[config.mk]
export PLATFORM = sky130hd
export DESIGN_NAME = tap_double_tap_detector
export DESIGN_NICKNAME = d
export VERILOG_FILES = /design/src/design/tdt_pkg.sv /design/src/design/tdt_front.sv /design/src/design/tdt_fifo.sv /design/src/design/tdt_back.sv /design/src/design/tap_double_tap_detector.sv
export SDC_FILE = /design/constraint.sdc
export NUM_CORES = 2
export LEC_CHECK = 0
export BUFFER_PORTS_ARGS = -buffer_cell sky130_fd_sc_hd__buf_2
export CORE_ASPECT_RATIO = 0.75
export CORE_UTILIZATION = 55
export DETAILED_ROUTE_END_ITERATION = 10
export GPL_TIMING_DRIVEN = 0
export PLACE_DENSITY = 0.73
export SLEW_MARGIN = 15
export SYNTH_ARGS = -nofsm -noshare
export SYNTH_HDL_FRONTEND = slang
export SYNTH_SLANG_ARGS = --single-unit
[constraint.sdc]
create_clock -name clk -period 42.5 [get_ports clk]
set_input_delay 8.5 -clock clk [delete_from_list [all_inputs] [get_ports clk]]
set_output_delay 8.5 -clock clk [all_outputs]
set_load 0.01 [all_outputs]
[src/design/tdt_pkg.sv]
`timescale 1ns / 1ps
package tdt_pkg;

  // Event kinds on the input tuser.
  localparam logic [1:0] REQ_DOWN   = 2'd0;
  localparam logic [1:0] REQ_MOVE   = 2'd1;
  localparam logic [1:0] REQ_UP     = 2'd2;
  localparam logic [1:0] REQ_CANCEL = 2'd3;

  // Gesture state codes.
  localparam logic [2:0] GS_UNCHANGED  = 3'd0;
  localparam logic [2:0] GS_POSSIBLE   = 3'd1;
  localparam logic [2:0] GS_FAILED     = 3'd2;
  localparam logic [2:0] GS_RECOGNIZED = 3'd3;
  localparam logic [2:0] GS_CANCELLED  = 3'd4;

  // Arena verdict codes.
  localparam logic [1:0] VD_NONE     = 2'd0;
  localparam logic [1:0] VD_ACCEPTED = 2'd1;
  localparam logic [1:0] VD_REJECTED = 2'd2;

  // Tap kinds.
  localparam logic [1:0] TK_NONE   = 2'd0;
  localparam logic [1:0] TK_SINGLE = 2'd1;
  localparam logic [1:0] TK_DOUBLE = 2'd2;

  // Configuration register indexes.
  localparam logic [1:0] CFG_MAX_DIST    = 2'd0;
  localparam logic [1:0] CFG_MAX_DUR     = 2'd1;
  localparam logic [1:0] CFG_DT_ENABLE   = 2'd2;
  localparam logic [1:0] CFG_DT_TIMEOUT  = 2'd3;

  localparam int CFG_IDX_BITS  = 2;
  localparam int CFG_DATA_BITS = 16;
  localparam int DIST_BITS     = 12;
  localparam int DUR_BITS      = 16;
  localparam int PID_BITS      = 4;

  localparam logic [DIST_BITS-1:0] RST_MAX_DIST   = 12'd20;
  localparam logic [DUR_BITS-1:0]  RST_MAX_DUR    = 16'd300;
  localparam logic [DUR_BITS-1:0]  RST_DT_TIMEOUT = 16'd300;

  // Field widths of a result beat without the coordinates.
  localparam int GS_BITS = 3;
  localparam int VD_BITS = 2;
  localparam int TK_BITS = 2;

  // Event class worked out by the front part.
  typedef struct packed {
    logic is_down;
    logic is_move;
    logic is_up;
    logic is_cancel;
  } cls_t;

endpackage

[src/design/tdt_front.sv]
`timescale 1ns / 1ps
module tdt_front #(
  parameter int DATA_W = 60,
  parameter int IN_TW  = 64
) (
  input  logic                          in_tvalid,
  output logic                          in_tready,
  input  logic [IN_TW-1:0]              in_tdata,
  input  logic [1:0]                    in_tuser,
  input  logic                          q_full,
  output logic                          q_push,
  output logic [DATA_W+$bits(tdt_pkg::cls_t)-1:0] q_wdata
);
  import tdt_pkg::*;

  cls_t cls;

  // Decode the event kind into one flag per class.
  always_comb begin
    cls = '0;
    unique case (in_tuser)
      REQ_DOWN:   cls.is_down   = 1'b1;
      REQ_MOVE:   cls.is_move   = 1'b1;
      REQ_UP:     cls.is_up     = 1'b1;
      REQ_CANCEL: cls.is_cancel = 1'b1;
      default:    cls = '0;
    endcase
  end

  assign in_tready = ~q_full;
  assign q_push    = in_tvalid & ~q_full;
  assign q_wdata   = {in_tdata[DATA_W-1:0], cls};

endmodule

[src/design/tdt_fifo.sv]
`timescale 1ns / 1ps
module tdt_fifo #(
  parameter int W = 64
) (
  input  logic         clk,
  input  logic         rst_n,
  input  logic         push,
  input  logic [W-1:0] wdata,
  input  logic         pop,
  output logic [W-1:0] rdata,
  output logic         empty,
  output logic         full
);
  logic [W-1:0] mem_r [2];
  logic         wp_r, wp_nxt;
  logic         rp_r, rp_nxt;
  logic [1:0]   cnt_r, cnt_nxt;

  always_comb begin
    wp_nxt  = wp_r ^ push;
    rp_nxt  = rp_r ^ pop;
    cnt_nxt = cnt_r + {1'b0, push} - {1'b0, pop};
  end

  always_ff @(posedge clk) begin
    if (!rst_n) begin
      wp_r  <= 1'b0;
      rp_r  <= 1'b0;
      cnt_r <= 2'd0;
    end else begin
      wp_r  <= wp_nxt;
      rp_r  <= rp_nxt;
      cnt_r <= cnt_nxt;
    end
  end

  always_ff @(posedge clk) begin
    if (push) begin
      mem_r[wp_r] <= wdata;
    end
  end

  assign rdata = mem_r[rp_r];
  assign empty = (cnt_r == 2'd0);
  assign full  = (cnt_r == 2'd2);

endmodule

[src/design/tdt_back.sv]
`timescale 1ns / 1ps
module tdt_back #(
  parameter int COORD_BITS = 12,
  parameter int TIME_BITS  = 32,
  parameter int DATA_W     = 60,
  parameter int OUT_TW     = 40
) (
  input  logic                                    clk,
  input  logic                                    rst_n,
  input  logic                                    q_empty,
  input  logic [DATA_W+$bits(tdt_pkg::cls_t)-1:0] q_rdata,
  output logic                                    q_pop,
  input  logic                                    cfg_we,
  input  logic [tdt_pkg::CFG_IDX_BITS-1:0]        cfg_idx,
  input  logic [tdt_pkg::CFG_DATA_BITS-1:0]       cfg_wdata,
  output logic                                    out_tvalid,
  input  logic                                    out_tready,
  output logic [OUT_TW-1:0]                       out_tdata
);
  import tdt_pkg::*;

  localparam int PROD_W = 2 * COORD_BITS;
  localparam int SQ_W  = 2 * COORD_BITS + 1;
  localparam int DSQ_W = 2 * DIST_BITS;
  localparam int CMP_W = (SQ_W > DSQ_W) ? SQ_W : DSQ_W;
  localparam int OUT_W = GS_BITS + VD_BITS + PID_BITS + 1 + TK_BITS + 2 * COORD_BITS;

  function automatic logic [SQ_W-1:0] sq_dist(
    input logic [COORD_BITS-1:0] ax, input logic [COORD_BITS-1:0] ay,
    input logic [COORD_BITS-1:0] bx, input logic [COORD_BITS-1:0] by);
    logic [COORD_BITS-1:0] dx;
    logic [COORD_BITS-1:0] dy;
    logic [PROD_W-1:0]     px;
    logic [PROD_W-1:0]     py;
    dx = (ax > bx) ? ax - bx : bx - ax;
    dy = (ay > by) ? ay - by : by - ay;
    px = PROD_W'(dx) * PROD_W'(dx);
    py = PROD_W'(dy) * PROD_W'(dy);
    return {1'b0, px} + {1'b0, py};
  endfunction

  // Head of the queue.
  cls_t                  h_cls;
  logic [PID_BITS-1:0]   h_pid;
  logic [COORD_BITS-1:0] h_x, h_y;
  logic [TIME_BITS-1:0]  h_t;

  assign h_cls = q_rdata[$bits(cls_t)-1:0];
  assign {h_t, h_y, h_x, h_pid} = q_rdata[DATA_W+$bits(cls_t)-1:$bits(cls_t)];

  // Configuration.
  logic [DSQ_W-1:0]    dsq_r, dsq_nxt;
  logic [DUR_BITS-1:0] max_dur_r, max_dur_nxt;
  logic                dt_en_r, dt_en_nxt;
  logic [DUR_BITS-1:0] dt_to_r, dt_to_nxt;

  // Tracking and pairing state.
  logic                  trk_r, trk_nxt;
  logic [PID_BITS-1:0]   tp_r, tp_nxt;
  logic [COORD_BITS-1:0] sx_r, sx_nxt, sy_r, sy_nxt;
  logic [TIME_BITS-1:0]  dstamp_r, dstamp_nxt;
  logic                  pend_r, pend_nxt;
  logic [TIME_BITS-1:0]  lstamp_r, lstamp_nxt;
  logic [COORD_BITS-1:0] lx_r, lx_nxt, ly_r, ly_nxt;

  logic                  ov_r, ov_nxt;
  logic [OUT_W-1:0]      od_r, od_nxt;

  logic                  fire;
  logic                  mine;
  logic [SQ_W-1:0]       d2_cur, d2_last;
  logic                  near_cur, near_last;
  logic [TIME_BITS-1:0]  dur, gap;
  logic                  dur_ok, gap_ok;
  logic [GS_BITS-1:0]    st;
  logic [VD_BITS-1:0]    vd;
  logic [PID_BITS-1:0]   vp;
  logic                  jn;
  logic [TK_BITS-1:0]    tk;
  logic [COORD_BITS-1:0] tx, ty;

  assign fire  = ~q_empty & (~ov_r | out_tready);
  assign q_pop = fire;
  assign mine  = trk_r & (tp_r == h_pid);

  always_comb begin
    d2_cur    = sq_dist(sx_r, sy_r, h_x, h_y);
    d2_last   = sq_dist(sx_r, sy_r, lx_r, ly_r);
    near_cur  = CMP_W'(d2_cur)  <= CMP_W'(dsq_r);
    near_last = CMP_W'(d2_last) <= CMP_W'(dsq_r);
    dur       = h_t - dstamp_r;
    gap       = h_t - lstamp_r;
    dur_ok    = dur <= TIME_BITS'(max_dur_r);
    gap_ok    = gap <= TIME_BITS'(dt_to_r);
  end

  // The user must write config only while idle; the block itself does not enforce it.
  always_comb begin
    dsq_nxt     = dsq_r;
    max_dur_nxt = max_dur_r;
    dt_en_nxt   = dt_en_r;
    dt_to_nxt   = dt_to_r;
    if (cfg_we) begin
      unique case (cfg_idx)
        CFG_MAX_DIST:   dsq_nxt = DSQ_W'(cfg_wdata[DIST_BITS-1:0])
                                  * DSQ_W'(cfg_wdata[DIST_BITS-1:0]);
        CFG_MAX_DUR:    max_dur_nxt = cfg_wdata[DUR_BITS-1:0];
        CFG_DT_ENABLE:  dt_en_nxt = cfg_wdata[0];
        CFG_DT_TIMEOUT: dt_to_nxt = cfg_wdata[DUR_BITS-1:0];
        default: ;
      endcase
    end
  end

  // Carry out one event.
  always_comb begin
    trk_nxt    = trk_r;
    tp_nxt     = tp_r;
    sx_nxt     = sx_r;
    sy_nxt     = sy_r;
    dstamp_nxt = dstamp_r;
    pend_nxt   = pend_r;
    lstamp_nxt = lstamp_r;
    lx_nxt     = lx_r;
    ly_nxt     = ly_r;
    st = GS_UNCHANGED;
    vd = VD_NONE;
    vp = '0;
    jn = 1'b0;
    tk = TK_NONE;
    tx = '0;
    ty = '0;
    if (h_cls.is_down) begin
      vp = h_pid;
      if (trk_r) begin
        st = GS_FAILED;
        vd = VD_REJECTED;
      end else begin
        trk_nxt    = 1'b1;
        tp_nxt     = h_pid;
        sx_nxt     = h_x;
        sy_nxt     = h_y;
        dstamp_nxt = h_t;
        st = GS_POSSIBLE;
        jn = 1'b1;
      end
    end else if (h_cls.is_move) begin
      if (mine && !near_cur) begin
        st = GS_FAILED;
        vd = VD_REJECTED;
        vp = h_pid;
        trk_nxt = 1'b0;
      end
    end else if (h_cls.is_up) begin
      if (mine) begin
        vp = h_pid;
        trk_nxt = 1'b0;
        if (dur_ok && near_cur) begin
          st = GS_RECOGNIZED;
          vd = VD_ACCEPTED;
          tx = h_x;
          ty = h_y;
          tk = TK_SINGLE;
          if (dt_en_r) begin
            if (pend_r && gap_ok && near_last) begin
              tk = TK_DOUBLE;
              pend_nxt   = 1'b0;
              lstamp_nxt = '0;
            end else begin
              pend_nxt   = 1'b1;
              lstamp_nxt = h_t;
              lx_nxt     = sx_r;
              ly_nxt     = sy_r;
            end
          end
        end else begin
          st = GS_FAILED;
          vd = VD_REJECTED;
        end
      end
    end else if (h_cls.is_cancel) begin
      if (mine) begin
        st = GS_CANCELLED;
        vd = VD_REJECTED;
        vp = h_pid;
        trk_nxt = 1'b0;
      end
    end
    od_nxt = {ty, tx, tk, jn, vp, vd, st};
    ov_nxt = fire | (ov_r & ~out_tready);
  end

  always_ff @(posedge clk) begin
    if (!rst_n) begin
      dsq_r     <= DSQ_W'(RST_MAX_DIST) * DSQ_W'(RST_MAX_DIST);
      max_dur_r <= RST_MAX_DUR;
      dt_en_r   <= 1'b0;
      dt_to_r   <= RST_DT_TIMEOUT;
      trk_r     <= 1'b0;
      tp_r      <= '0;
      sx_r      <= '0;
      sy_r      <= '0;
      dstamp_r  <= '0;
      pend_r    <= 1'b0;
      lstamp_r  <= '0;
      lx_r      <= '0;
      ly_r      <= '0;
      ov_r      <= 1'b0;
    end else begin
      dsq_r     <= dsq_nxt;
      max_dur_r <= max_dur_nxt;
      dt_en_r   <= dt_en_nxt;
      dt_to_r   <= dt_to_nxt;
      ov_r      <= ov_nxt;
      if (fire) begin
        trk_r    <= trk_nxt;
        tp_r     <= tp_nxt;
        sx_r     <= sx_nxt;
        sy_r     <= sy_nxt;
        dstamp_r <= dstamp_nxt;
        pend_r   <= pend_nxt;
        lstamp_r <= lstamp_nxt;
        lx_r     <= lx_nxt;
        ly_r     <= ly_nxt;
      end
    end
  end

  always_ff @(posedge clk) begin
    if (fire) begin
      od_r <= od_nxt;
    end
  end

  assign out_tvalid = ov_r;
  assign out_tdata  = OUT_TW'(od_r);

endmodule

[src/design/tap_double_tap_detector.sv]
`timescale 1ns / 1ps
// Path: the front pushes an accepted beat into a 2-entry queue; the back
// pops it, updates the tracking and pairing state and registers the result
// beat. Throughput: one event per cycle unless the result side stalls.
// Reset: synchronous, active low; clears the queue, the tracking state and
// the output valid, and loads the configuration registers with defaults.
module tap_double_tap_detector #(
  parameter int COORD_BITS = 12,
  parameter int TIME_BITS  = 32
) (
  input  logic                                 clk,
  input  logic                                 rst_n,
  // in_tdata fields, lowest bit up: pointer_id, touch_x, touch_y, stamp_ms
  input  logic [((tdt_pkg::PID_BITS + 2 * COORD_BITS + TIME_BITS + 7) / 8) * 8 - 1:0]
                                               in_tdata,
  // in_tuser fields: req_type
  input  logic [1:0]                           in_tuser,
  input  logic                                 in_tvalid,
  output logic                                 in_tready,
  // out_tdata fields, lowest bit up: gesture_state, verdict, verdict_pointer,
  // join_arena, tap_kind, tap_x, tap_y
  output logic [((tdt_pkg::GS_BITS + tdt_pkg::VD_BITS + tdt_pkg::PID_BITS + 1
                  + tdt_pkg::TK_BITS + 2 * COORD_BITS + 7) / 8) * 8 - 1:0]
                                               out_tdata,
  output logic                                 out_tvalid,
  input  logic                                 out_tready,
  input  logic                                 cfg_we,
  input  logic [tdt_pkg::CFG_IDX_BITS-1:0]     cfg_idx,
  input  logic [tdt_pkg::CFG_DATA_BITS-1:0]    cfg_wdata
);
  import tdt_pkg::*;

  // Payload of an input beat without the kind, and its padded bus width.
  localparam int DATA_W = PID_BITS + 2 * COORD_BITS + TIME_BITS;
  localparam int IN_TW  = ((DATA_W + 7) / 8) * 8;
  localparam int OUT_TW = ((GS_BITS + VD_BITS + PID_BITS + 1 + TK_BITS
                            + 2 * COORD_BITS + 7) / 8) * 8;
  // Queue entry: classified kind in the low bits, payload above.
  localparam int Q_W = DATA_W + $bits(cls_t);

  logic           q_full, q_empty, q_push, q_pop;
  logic [Q_W-1:0] q_wdata, q_rdata;

  // Front: classify the beat and push it into the queue.
  tdt_front #(
    .DATA_W (DATA_W),
    .IN_TW  (IN_TW)
  ) u_front (
    .in_tvalid (in_tvalid),
    .in_tready (in_tready),
    .in_tdata  (in_tdata),
    .in_tuser  (in_tuser),
    .q_full    (q_full),
    .q_push    (q_push),
    .q_wdata   (q_wdata)
  );

  // Queue: hold up to two classified events so each side can stall alone.
  tdt_fifo #(
    .W (Q_W)
  ) u_fifo (
    .clk   (clk),
    .rst_n (rst_n),
    .push  (q_push),
    .wdata (q_wdata),
    .pop   (q_pop),
    .rdata (q_rdata),
    .empty (q_empty),
    .full  (q_full)
  );

  // Back: advance the gesture state and register the result beat.
  tdt_back #(
    .COORD_BITS (COORD_BITS),
    .TIME_BITS  (TIME_BITS),
    .DATA_W     (DATA_W),
    .OUT_TW     (OUT_TW)
  ) u_back (
    .clk        (clk),
    .rst_n      (rst_n),
    .q_empty    (q_empty),
    .q_rdata    (q_rdata),
    .q_pop      (q_pop),
    .cfg_we     (cfg_we),
    .cfg_idx    (cfg_idx),
    .cfg_wdata  (cfg_wdata),
    .out_tvalid (out_tvalid),
    .out_tready (out_tready),
    .out_tdata  (out_tdata)
  );

endmodule

* Word level (Yosys, flattened, before mapping)
Memory sizes are Yosys's and may differ from the RTL's. A register that Yosys moved wholly into a read port is not among the register bits.
Cells that the tools add are included.
** Word-level totals
- Register bits :: 216
- Memories kept :: 1
- Memory bits (writable) :: 128
- Logic and storage cells :: 143
- Bits of input ports :: 89
- Output and inout port bits :: 42
** Memories
- u_fifo.mem_r :: words 2, width 64, read ports 1, clocked after memory_dff 1, write ports 1, RTL line tdt_fifo.sv:14 : logic [W-1:0] mem_r [2];
** Cells by class
- Add/subtract/negate cells :: 14
- Reductions and logical operators :: 19
- Mux-type cells :: 46
- Equal/unequal tests :: 9
- Magnitude comparators :: 8
- Bitwise gates (word level) :: 20
- Multipliers :: 5
** Operator list (count)
- $mul 12x12->24 :: 5
- $sub 12x12->12 :: 8
- $le 32x16->1 :: 2
- $sub 32x32->32 :: 2
- $add 24x24->25 :: 2
- $le 25x24->1 :: 2
- $gt 12x12->1 :: 4
- $mux 12 :: 4
- $mux 32 :: 1
- $mux 2 :: 12
- $mux 4 :: 6
- $mux 3 :: 6
- $mux 1 :: 17
- $not 1->1 :: 12
- $eq 2x2->1 const B :: 5
- $reduce_and 2->1 :: 4
- $reduce_and 8->1 :: 1
- $reduce_and 7->1 :: 1
- $logic_not 2->1 :: 3
- $reduce_and 3->1 :: 2
- $reduce_or 6->1 :: 1
- $reduce_or 5->1 :: 1
- $and 1x1->1 :: 4
- $eq 2x1->1 const B :: 2
- 9 further kinds :: 14

* Longest topological paths before layout
- Depth in word-level cells :: 11
- Depth in mapped cells :: 58

* Hierarchy
From an unflattened synthesis, not the netlist that was laid out.
** Unflattened totals
- Cells, all modules :: 4723
- Area total of the unflattened synthesis :: 42837.3 um^2
** By module, submodules not included
- tdt_back :: seq. area each 4584.4 um^2, times used 1, area an instance 37195.7 um^2, cells each 4437
- tdt_fifo :: seq. area each 3943.8 um^2, times used 1, area an instance 5154.9 um^2, cells each 220
- tdt_front :: seq. area each 0.0 um^2, times used 1, area an instance 486.7 um^2, cells each 66

* Worst setup path after synthesis
Ideal clock, no wire load.
- Kind :: input port to flip-flop
- Start point :: input cfg_wdata[5] (netlist name)
- End point :: register u_back.dsq_r[23]
- Stages :: 22
- Setup slack :: 28.875 ns
- Arrival :: 13.551 ns
- Cells stage by stage :: clkbuf_1 -> nand2_1 -> fa_1 -> fa_1 -> inv_1 -> fa_1 -> inv_1 -> fa_1 -> inv_1 -> fa_1 -> ha_1 -> a21o_1 -> a21o_1 -> a21oi_1 -> nor2_1 -> a21oi_1 -> nand2_1 -> o41a_1 -> a31oi_1 -> o21ai_0 -> xor2_1 -> o21ai_0
** On the way
- Longest elaborated chain between the ends :: 1
** RTL lines
- from (decl) :: RTL line tap_double_tap_detector.sv:29 : input logic [tdt_pkg::CFG_DATA_BITS-1:0] cfg_wdata
- $mul 12x12->24 :: RTL line tdt_back.sv:106 : * DSQ_W'(cfg_wdata[DIST_BITS-1:0]);
- to (signal assigned) :: RTL line tdt_back.sv:195 : dsq_r <= DSQ_W'(RST_MAX_DIST) * DSQ_W'(RST_MAX_DIST);
- to (signal assigned) :: RTL line tdt_back.sv:210 : dsq_r <= dsq_nxt;
- to (decl) :: RTL line tdt_back.sv:52 : logic [DSQ_W-1:0] dsq_r, dsq_nxt;
Every way passes these cells.
A chain may end at the register's enable or synchronous reset.

==> metrics.yaml <==
global_routing:
  grt_start_max_net_pins: 40
  grt_pass1_wl_microns: 180000
  grt_overflow: 0
  track_usage_pct: 29.5
  grt_pass1_vias: 32714
  antenna_found_initial: 4
sta:
  finalHoldViolCount: 0
  post-route-period-util_pct: 45.2
  rsz0062_at_grt: "no"
  clock.fmax_mhz: 52.0
  final_max_slew_viol_count: 0
  skew_ps: 24.1
  worst_slew_pin_slew_ps: 1250
  setup_viol: 0
  period_minus_slack_ps: 19220
  whs_ps: 445
  maxSlewHeadroom_pct: 16.2
  setup_tns_ps: 0
detailed_routing:
  vias: 32919
  antenna_left: 0
  drtPass1Iterations: 7
  drcViolationCount: 0
  drt_iter0_drc: 2793
  via_per_inst: 5.58
  wire_per_inst_microns: 19.1
  finalWirelength_microns: 112000
synthesis:
  ys.flop_type: "dfxtp_1"
  synth_cells: 4676
  synth_area_sq_um: 42100
  synth_area_leaders: "fa_1 (23%), ha_1 (15%), edfxtp_1 (12%)"
  yosysSeqAreaShare_pct: 20.3
  yosysTopAreaCell: "fa_1"
  ys_async_sr_fraction_pct: 0
  ys_types: 84
  synth_top_area_share_pct: 23.2
  ys_seq_elements: 344
  synth_warnings: 0
  synth_edf_count: 164
  synth_area_per_cell_sq_um: 9.00
worst_setup_path:
  cp_max_fo: 10
  cp.required_ps: 42830
  cp-end-kind: "register"
  critPathTopFamily: "buffers and inverters"
  crit_type: "reg -> reg"
  crit_arrival_ps: 19550
  cpMostUsedCell: "fa_1"
  worst_path_max_delay_cell: "xnor2_1"
  cp-start-kind: "register"
  slowest_delay_ps: 850
  cp.buffers_inverters: 12
place:
  portBuffers: 122
  dpl.hpwl_microns: 94700
  gp_congestion: 0.978
die:
  rows: 87
  die_w_microns: 321
  dieArea_sq_um: 77600
  start_util_pct: 55.8
  dieHeight_microns: 242
  boundaryPins: 131
  design.core.area_sq_um: 75400
clock_network:
  cts_made_buffers: 36
  cts_sinks: 344
  cts_tree: "yes"
  clk_pin_slew_ps: 60
  htreeDepth: 2
  cts_hold_buf: 0
  clk_latency_ps: 550
  post_cts_buffers: 0
  ctsRootBufferMaster: "clkbuf_16"
  cts_buffer_depth: 3
  cts_resized: 0
run:
  max_cap_violations: 0
layout:
  syn2layout_area_growth_pct: 7.70
  finalNetCount: 5923
  layout-drive-gt1-share_pct: 6.48
hold_path:
  min_from: "u_back.lstamp_r[1]"
  hold_path.class: "reg -> reg"
run_status:
  status: "completed"
-- area by class of cell --
type | count | area, sq um
repair buffers | 128 | 718
inverters | 908 | 3410
well taps | 1023 | 1280
flip-flops and latches | 344 | 8530
multi-input cells | 3275 | 29600
diodes | 1 | 2.50
fillers | 6634 | 30100
plain buffers | 152 | 616
clock inverters | 19 | 183
clock buffers | 47 | 962
-- routing by layer --
layer / share of wire (%) / GRT usage, %
met5: 0 / 0
met2: 41 / 42.8
met4: 2.0 / 5.69
met1: 48 / 45.7
met3: 8.8 / 5.30
-- worst reg2reg max path: cells and delay by family (launching register included) --
kind                       cells  cell delay (ps)
buffers and inverters         12             4720
muxes                          1              830
and+or+nand+nor               13             3770
AOI/OAI and AO/OA             13             3540
xor gates and xnor gates       2             1210
DFF                            1              310
adders and majority gates     10             4600
-- per-stage QoR --
stage	setup slack (ps)	utilization, %	std cells	cell area, sq um
final	23280	60.1	5897	45300
after global routing	22530	60.1	5896	45300
after CTS	23560	60.1	5896	45300
after detailed placement	23640	58.5	5830	44200
after global placement	23670	58.3	5824	44000
after floorplan	28880	-	4679	42100
-- kinds of logic after synthesis --
group | synth area share, %
other | 0.00891
AO/OA/AOI/OAI | 11.5
adder cells (fa/ha/maj) | 38.1
flip-flops | 20.3
buffers and inverters | 9.56
XOR/XNOR | 3.23
AND/OR/NAND/NOR | 14.2
multiplexers | 3.14
-- path summary, 6_finish.rpt --
check             slack, ps                  to  cells after the start
setup / recovery      23280     u_back.od_r[35]                     51
hold / removal          450  u_back.lstamp_r[1]                      2
setup reg to reg      23280     u_back.od_r[35]                     51
hold reg to reg         450  u_back.lstamp_r[1]                      2
-- synth_stat cells (61+ instances only) --
library cell	instances
nor2_1	388
and2_1	70
fa_1	488
clkbuf_1	134
nor3_1	61
a21o_1	62
xnor2_1	106
edfxtp_1	164
inv_1	904
ha_1	501
nand2_1	409
dfxtp_1	180
o21ai_0	145
mux2i_1	79
a21oi_1	187
-- sequential cells by signal, indices dropped and copies added (netlist names), named ones only --
signal             flops
u_back.out_tvalid      1
u_back.sx_r           12
u_back.lstamp_r       32
u_back.tp_r            4
u_fifo.rp_r            1
u_back.dt_to_r        16
u_back.lx_r           12
u_back.ly_r           12
u_back.trk_r           1
u_fifo.wp_r            1
u_back.dt_en_r         1
u_back.od_r           36
u_back.dsq_r          23
u_back.max_dur_r      16
u_back.pend_r          1
u_fifo.mem_r         128
u_fifo.cnt_r           2
u_back.sy_r           12
u_back.dstamp_r       32
-- placed cells by master, fill, tap and decap left out, types with 43 or more instances in the layout --
cell,count
and2_1,70
fa_1,488
nor2_1,387
nor3_1,61
nand2_1,409
mux2_2,47
dfxtp_1,180
nand3_1,43
edfxtp_1,164
xnor2_1,102
nor2b_1,44
mux2i_1,77
ha_1,499
buf_2,129
a21o_1,62
o21ai_0,145
nand2b_1,54
a21oi_1,187
inv_1,904
clkbuf_1,143
xor2_1,48
Power is left out: the tool's default activity adds up to more than one toggle a clock period on the data nets, which glitch-free logic cannot reach.
